**src/design/periodic_timer_bank_macros.svh**
```systemverilog
// ----------------------------------------------------------------------------
// periodic_timer_bank assertion macros
// Clocked on aclk, disabled while aresetn is low.
// ----------------------------------------------------------------------------
`ifndef PERIODIC_TIMER_BANK_MACROS_SVH
`define PERIODIC_TIMER_BANK_MACROS_SVH

// condition holds at every edge out of reset
`define PTB_ASSERT_ALWAYS(label, cond, msg) \
    label: assert property (@(posedge aclk) disable iff (!aresetn) (cond)) \
        else $error(msg);

// consequent holds in the cycle after the antecedent
`define PTB_ASSERT_NEXT(label, ante, cons, msg) \
    label: assert property (@(posedge aclk) disable iff (!aresetn) (ante) |=> (cons)) \
        else $error(msg);

`endif

```
**src/design/ptb_pkg.sv**
```systemverilog
// ----------------------------------------------------------------------------
// ptb_pkg
// Field widths, item codes and constants of the periodic timer bank.
// ----------------------------------------------------------------------------
package ptb_pkg;

    localparam int FUNC_W   = 3;
    localparam int ID_W     = 5;
    localparam int PERIOD_W = 32;
    localparam int AMOUNT_W = 16;
    localparam int MASK_W   = 16;

    // step used by a tick whose amount is zero
    localparam logic [AMOUNT_W-1:0] TICK_DEFAULT = AMOUNT_W'(10);

    typedef enum logic [FUNC_W-1:0] {
        FUNC_TICK    = 3'd0,
        FUNC_SET     = 3'd1,
        FUNC_KILL    = 3'd2,
        FUNC_RESTART = 3'd3,
        FUNC_POLL    = 3'd4
    } func_t;

endpackage

```
**src/design/periodic_timer_bank.sv**
```systemverilog
// ----------------------------------------------------------------------------
// periodic_timer_bank
// Bank of NUM_TIMERS periodic timers driven by tick/set/kill/restart/poll items.
// ----------------------------------------------------------------------------
// Each item is captured in an input register and then updates
// all timers in a single pass and lands in the result register, so with
// m_ready high one item is taken per clock and its result is registered as
// it leaves the input register. A tick updates every timer at once, one
// saturating add and compare per timer; that per-timer adder sets the timing
// path. A waiting result holds the next item in the input register, and
// s_ready stays low until that result transfers.
// ----------------------------------------------------------------------------
module periodic_timer_bank #(
    parameter int NUM_TIMERS  = 16,
    parameter int COUNT_WIDTH = 32
) (
    input  logic                          aclk,
    input  logic                          aresetn,
    input  logic                          s_valid,
    output logic                          s_ready,
    input  logic [ptb_pkg::FUNC_W-1:0]    s_func,
    input  logic [ptb_pkg::ID_W-1:0]      s_timer_id,
    input  logic [ptb_pkg::PERIOD_W-1:0]  s_period,
    input  logic [ptb_pkg::AMOUNT_W-1:0]  s_tick_amount,
    input  logic                          s_notify,
    output logic                          m_valid,
    input  logic                          m_ready,
    output logic                          m_ok,
    output logic [ptb_pkg::MASK_W-1:0]    m_expired_mask
);
    import ptb_pkg::*;

    `include "periodic_timer_bank_macros.svh"

    localparam logic [PERIOD_W:0] COUNT_MAX =
        (PERIOD_W+1)'((33'd1 << COUNT_WIDTH) - 33'd1);

    // input register
    logic                  in_valid_reg;
    logic [FUNC_W-1:0]     func_reg;
    logic [ID_W-1:0]       id_reg;
    logic [PERIOD_W-1:0]   period_reg;
    logic [AMOUNT_W-1:0]   amount_reg;
    logic                  notify_reg;

    // result register
    logic                  out_valid_reg;
    logic                  ok_reg;
    logic [MASK_W-1:0]     mask_reg;
    logic                  ok_next;
    logic [MASK_W-1:0]     mask_next;

    // timer state
    logic [NUM_TIMERS-1:0]  enabled_reg,   enabled_next;
    logic [NUM_TIMERS-1:0]  notify_on_reg, notify_on_next;
    logic [NUM_TIMERS-1:0]  expired_reg,   expired_next;
    logic [COUNT_WIDTH-1:0] elapsed_reg [NUM_TIMERS];
    logic [COUNT_WIDTH-1:0] elapsed_next [NUM_TIMERS];
    logic [PERIOD_W-1:0]    limit_reg [NUM_TIMERS];
    logic [PERIOD_W-1:0]    limit_next [NUM_TIMERS];

    // per-timer tick datapath
    logic [AMOUNT_W-1:0]   step;
    logic [PERIOD_W:0]     sum_w [NUM_TIMERS];
    logic [PERIOD_W:0]     sat_w [NUM_TIMERS];
    logic [NUM_TIMERS-1:0] running;
    logic [NUM_TIMERS-1:0] reach;
    logic [NUM_TIMERS-1:0] fire;
    logic [NUM_TIMERS-1:0] sel;
    logic [NUM_TIMERS-1:0] limit_nz;
    logic [NUM_TIMERS-1:0] elapsed_nz;
    logic                  hit_valid;
    logic                  hit_enabled;
    logic                  hit_expired;
    logic                  advance;

    assign advance = in_valid_reg && (!out_valid_reg || m_ready);
    assign s_ready = !in_valid_reg || advance;

    assign m_valid        = out_valid_reg;
    assign m_ok           = ok_reg;
    assign m_expired_mask = mask_reg;

    assign step = (amount_reg == '0) ? TICK_DEFAULT : amount_reg;

    always_comb begin
        for (int i = 0; i < NUM_TIMERS; i++) begin
            sel[i]        = (id_reg == ID_W'(i + 1));
            limit_nz[i]   = (limit_reg[i] != '0);
            elapsed_nz[i] = (elapsed_reg[i] != '0);
            running[i]    = enabled_reg[i] && limit_nz[i];
            sum_w[i]      = (PERIOD_W+1)'(elapsed_reg[i]) + (PERIOD_W+1)'(step);
            sat_w[i]      = (sum_w[i] > COUNT_MAX) ? COUNT_MAX : sum_w[i];
            reach[i]      = (sat_w[i][PERIOD_W-1:0] >= limit_reg[i]);
            fire[i]       = running[i] && reach[i] && notify_on_reg[i];
        end
    end

    assign hit_valid   = |sel;
    assign hit_enabled = |(sel & enabled_reg);
    assign hit_expired = |(sel & enabled_reg & expired_reg);

    // only the first sixteen timers have a mask bit
    logic [MASK_W-1:0] fire_mask;
    generate
        if (NUM_TIMERS >= MASK_W) begin : g_mask_wide
            assign fire_mask = fire[MASK_W-1:0];
        end else begin : g_mask_narrow
            assign fire_mask = MASK_W'(fire);
        end
    endgenerate

    always_comb begin
        enabled_next   = enabled_reg;
        notify_on_next = notify_on_reg;
        expired_next   = expired_reg;
        elapsed_next   = elapsed_reg;
        limit_next     = limit_reg;
        ok_next        = 1'b0;
        mask_next      = '0;

        case (func_t'(func_reg))
            FUNC_TICK: begin
                mask_next = fire_mask;
                for (int i = 0; i < NUM_TIMERS; i++) begin
                    if (running[i]) begin
                        if (reach[i]) begin
                            expired_next[i] = 1'b1;
                            elapsed_next[i] = '0;
                        end else begin
                            elapsed_next[i] = sat_w[i][COUNT_WIDTH-1:0];
                        end
                    end
                end
            end
            FUNC_SET: begin
                if (hit_valid && period_reg != '0) begin
                    ok_next = 1'b1;
                    for (int i = 0; i < NUM_TIMERS; i++) begin
                        if (sel[i]) begin
                            enabled_next[i]   = 1'b1;
                            notify_on_next[i] = notify_reg;
                            limit_next[i]     = period_reg;
                        end
                    end
                end
            end
            FUNC_KILL: begin
                ok_next = hit_enabled;
                for (int i = 0; i < NUM_TIMERS; i++) begin
                    if (sel[i]) begin
                        enabled_next[i]   = 1'b0;
                        notify_on_next[i] = 1'b0;
                        expired_next[i]   = 1'b0;
                        elapsed_next[i]   = '0;
                        limit_next[i]     = '0;
                    end
                end
            end
            FUNC_RESTART: begin
                ok_next = hit_enabled;
                for (int i = 0; i < NUM_TIMERS; i++) begin
                    if (sel[i] && enabled_reg[i]) begin
                        elapsed_next[i] = '0;
                    end
                end
            end
            FUNC_POLL: begin
                ok_next = hit_expired;
                for (int i = 0; i < NUM_TIMERS; i++) begin
                    if (sel[i] && enabled_reg[i]) begin
                        expired_next[i] = 1'b0;
                    end
                end
            end
            default: begin
            end
        endcase
    end

    // control
    always_ff @(posedge aclk) begin
        if (!aresetn) begin
            in_valid_reg  <= 1'b0;
            out_valid_reg <= 1'b0;
        end else begin
            if (s_ready) begin
                in_valid_reg <= s_valid;
            end
            if (advance) begin
                out_valid_reg <= 1'b1;
            end else if (m_ready) begin
                out_valid_reg <= 1'b0;
            end
        end
    end

    // payload
    always_ff @(posedge aclk) begin
        if (s_valid && s_ready) begin
            func_reg   <= s_func;
            id_reg     <= s_timer_id;
            period_reg <= s_period;
            amount_reg <= s_tick_amount;
            notify_reg <= s_notify;
        end
        if (advance) begin
            ok_reg   <= ok_next;
            mask_reg <= mask_next;
        end
    end

    // timer state
    always_ff @(posedge aclk) begin
        if (!aresetn) begin
            enabled_reg   <= '0;
            notify_on_reg <= '0;
            expired_reg   <= '0;
            for (int i = 0; i < NUM_TIMERS; i++) begin
                elapsed_reg[i] <= '0;
                limit_reg[i]   <= '0;
            end
        end else if (advance) begin
            enabled_reg   <= enabled_next;
            notify_on_reg <= notify_on_next;
            expired_reg   <= expired_next;
            elapsed_reg   <= elapsed_next;
            limit_reg     <= limit_next;
        end
    end

    // an enabled timer always has a nonzero period
    `PTB_ASSERT_ALWAYS(a_enabled_has_limit, ~|(enabled_reg & ~limit_nz), "enabled timer with zero limit")
    // a disabled timer keeps no count and no pending expiry
    `PTB_ASSERT_ALWAYS(a_idle_timer_clear, ~|(~enabled_reg & (expired_reg | elapsed_nz)), "disabled timer holds state")
    // ok and mask are never both set in one result
    `PTB_ASSERT_ALWAYS(a_ok_mask_exclusive, !(out_valid_reg && ok_reg) || mask_reg == '0, "ok with nonzero mask")
    // a processed item always produces a result
    `PTB_ASSERT_NEXT(a_advance_result, advance, out_valid_reg, "processed item produced no result")
    // a held item is not dropped
    `PTB_ASSERT_NEXT(a_hold_item, in_valid_reg && !advance, in_valid_reg, "stalled item lost")

endmodule
```
**config.mk**
```make
export PLATFORM = sky130hd
export DESIGN_NAME = periodic_timer_bank
export DESIGN_NICKNAME = d
export VERILOG_FILES = /design/src/design/ptb_pkg.sv /design/src/design/periodic_timer_bank.sv
export VERILOG_INCLUDE_DIRS = /design/src /design/src/design
export SDC_FILE = /design/constraint.sdc
export NUM_CORES = 2
export LEC_CHECK = 0
export BUFFER_PORTS_ARGS = -buffer_cell sky130_fd_sc_hd__buf_4
export CAP_MARGIN = 20
export CORE_MARGIN = 5
export CORE_UTILIZATION = 51
export CTS_BUF_LIST = sky130_fd_sc_hd__clkbuf_2 sky130_fd_sc_hd__clkbuf_4 sky130_fd_sc_hd__clkbuf_8
export DETAILED_ROUTE_END_ITERATION = 10
export PLACE_DENSITY_LB_ADDON = 0.2
export SYNTH_ARGS = -nofsm -noshare
export SYNTH_HDL_FRONTEND = slang
export SYNTH_SLANG_ARGS = --single-unit
```
**constraint.sdc**
```tcl
create_clock -name aclk -period 14.4 [get_ports aclk]
set_clock_uncertainty 0.1 [all_clocks]
set_input_delay 1.44 -clock aclk [delete_from_list [all_inputs] [get_ports aclk]]
set_output_delay 1.44 -clock aclk [all_outputs]
set_load 0.01 [all_outputs]
```
==> flow_metrics.tcl <==
set metrics [dict create \
    status "finished, final reports clean" \
    grt_max_degree 132 \
    rsz0062_at_grt "false" \
    finalSetupViolCount 0 \
    end_kind "register" \
    fin_crit_ns 9.42 \
    final_util_pct 55.8 \
    synth_fp_nets 10600 \
    max_freq_mhz 106 \
    pre_cts_ws_ns 5.17 \
    power.density_mw_per_mm2 88.8 \
    first_global_vias 68400 \
    placement.io_buffers 79 \
    rows 142 \
    yosys_warnings 0 \
    final_cell_mix "1927 x nand2_1, 1074 x dfxtp_1, 966 x a21oi_1, 647 x inv_1, 624 x ha_1" \
    period_share_pct 65.4 \
    start_kind "register" \
    cts_hold_buf 0 \
    p_leak_uw 0.0333 \
    syn_area_mm2 0.0764 \
    die_w_um 397 \
    clock-sinks 1148 \
    routedWlPerCell_um 22.1 \
    grt_pass1_wl_um 401000 \
    synth_cell_types 107 \
    routed_wl_um 266000 \
    die_h_um 397 \
    vias 74000 \
    wl_met1_um 112000 \
    worst_slew_pin_slew_ns 1.25 \
    max-slew-margin-rel_pct 16.6 \
    clock_latency_ns 0.98 \
    start_util_pct 51.2 \
    grt_use_total_pct 32.4 \
    route.detailed.drc 0 \
    synth_edf_count 74 \
    finalHoldViolations 0 \
    hold_class "reg2reg" \
    h-tree-depth 4 \
    synth_flop_cell "dfxtp_1" \
    antenna_found_initial 18 \
    drtIter0Drc 8469 \
    gp_congestion 0.940 \
    core_mm2 0.149 \
    pin_count 80 \
    grt-ovfl-total 0 \
    ys_seq_elements 1148 \
    fillers 14000 \
    yosysSeqAreaShare_pct 31.0 \
    drv_cap 0 \
    die_area_mm2 0.158 \
    top_layer "met4" \
    ctsResizeCount 0 \
    syn_inst 9946 \
    synthArstFlopShare_pct 0 \
    fin_ws_ns 4.98 \
    clk_pin_slew_ns 0.07 \
    cts_buffers 206 \
    path_class "reg2reg" \
    slew_viol_final 0 \
    peakVddDrop_uv 112 \
    cts_tree "yes" \
    area_growth_pct 9.10 \
    ant_nets 0 \
    viasPerCell 6.15 \
    drive_gt1_share_pct 8.42 \
    crit_arrival_ns 10.22 \
    fin_setup_tns_ns 0 \
    drt_pre_antenna_iters 8 \
    postCtsSetupRepairBufs 0 \
    dr_wl_met3_um 30400 \
    final_nets 10500 \
    postSynthAreaPerCell_um2 7.68 \
    clockBufferDepth 3 \
    hpwl_um 179000 \
    layout_commonest_cell "nand2_1" \
    cts-root-buf "clkbuf_8" \
    cp_max_fo 32 \
    route.met2.wl_um 111000 \
    crit_required_ns 15.20 \
]
==> report_power, final <==
group          internal [uW]  switching, uW  leakage, uW
combinational            192            512       0.0214
sequential              3230           15.2      0.00937
clock                   1930           1530      0.00247
total                   5350           2050       0.0333
==> worst max-delay path, stage by stage, from the launching register on <==
cell	delay, ns
edfxtp_1	0.70
buf_4	0.44
nor4_1	0.29
nand2_1	0.10
nor2_1	0.14
or2_4	0.72
fa_1	0.36
maj3_1	0.18
a21oi_1	0.11
nor4_1	0.44
o21ai_0	0.23
a311o_1	0.41
a31o_2	0.33
nor2_2	0.45
nand3_2	0.48
nand2_1	0.19
ha_1	0.26
a21o_1	0.19
a21o_1	0.17
a21oi_1	0.13
o21ai_0	0.16
or4b_2	0.70
a2111oi_2	0.41
o21a_1	0.42
and2_1	0.86
a21o_1	0.22
a22o_1	0.13
==> routing by layer <==
metal	global-route usage [%]	vias up
met2	48.7	3417
met1	44.5	35200
met4	13.8	0
li1	-	34800
met5	0	-
met3	7.48	627
==> final timing paths <==
path	start	end	slack, ns	cells after the start
max	amount_reg[15]	elapsed_reg[511]	4.98	26
min	elapsed_reg[448]	elapsed_reg[448]	0.35	2
max reg2reg	amount_reg[15]	elapsed_reg[511]	4.98	26
min reg2reg	elapsed_reg[448]	elapsed_reg[448]	0.35	2
==> stage by stage <==
stage | instances | instance area (um2) | hold slack, ns | power, uW
final | 12000 | 83400 | 0.346 | 7400
after global routing | 12000 | 83400 | 0.366 | 7620
after CTS | 12000 | 83200 | 0.347 | 7410
after detailed placement | 11600 | 78600 | 0.338 | 3990
after global placement | 11600 | 78500 | 0.331 | 3970
after floorplan | 9946 | 76400 | 0.322 | 3700
==> Yosys cell counts, types with 86 or more instances <==
| library cell | number | area [um2] |
|---|---|---|
| a21o_1 | 297 | 2230 |
| a21oi_1 | 969 | 4850 |
| a22o_1 | 271 | 2370 |
| a31oi_1 | 115 | 719 |
| and2_1 | 86 | 538 |
| and3_1 | 137 | 857 |
| buf_2 | 87 | 435 |
| clkbuf_1 | 376 | 1410 |
| dfxtp_1 | 1074 | 21500 |
| ha_1 | 624 | 7810 |
| inv_1 | 647 | 2430 |
| maj3_1 | 99 | 991 |
| nand2_1 | 1927 | 7230 |
| nand3_1 | 207 | 1040 |
| nand4_1 | 150 | 938 |
| nor2_1 | 484 | 1820 |
| nor3_1 | 94 | 470 |
| nor4_1 | 170 | 1060 |
| o21ai_0 | 433 | 2170 |
| xnor2_1 | 298 | 2610 |
| xor2_1 | 207 | 1810 |
==> cell families (layout without fill, tap and decap cells) <==
kind of cell	after synthesis	count (layout)	share of synthesized area [%]
muxes	32	32	0.453
buffers and inverters	1220	1285	6.37
and+or+nand+nor	3580	3580	21.2
adders and majority gates	754	754	12.2
DFF	1148	1148	31.0
other	0	10	0
AOI/OAI and AO/OA	2706	2706	23.0
xor gates and xnor gates	506	506	5.81
==> final cells by class <==
cell class	instances	area [um2]	share of cell area [%]
well taps	2016	2520	3.02
diodes	10	25.0	0.0300
clock inverters	62	574	0.689
multi-input cells	7578	48000	57.5
inverters	651	2450	2.94
flip-flops and latches	1148	23700	28.4
clock buffers	321	4060	4.87
repair buffers	251	2060	2.48
(Power assumes the default switching activity.)
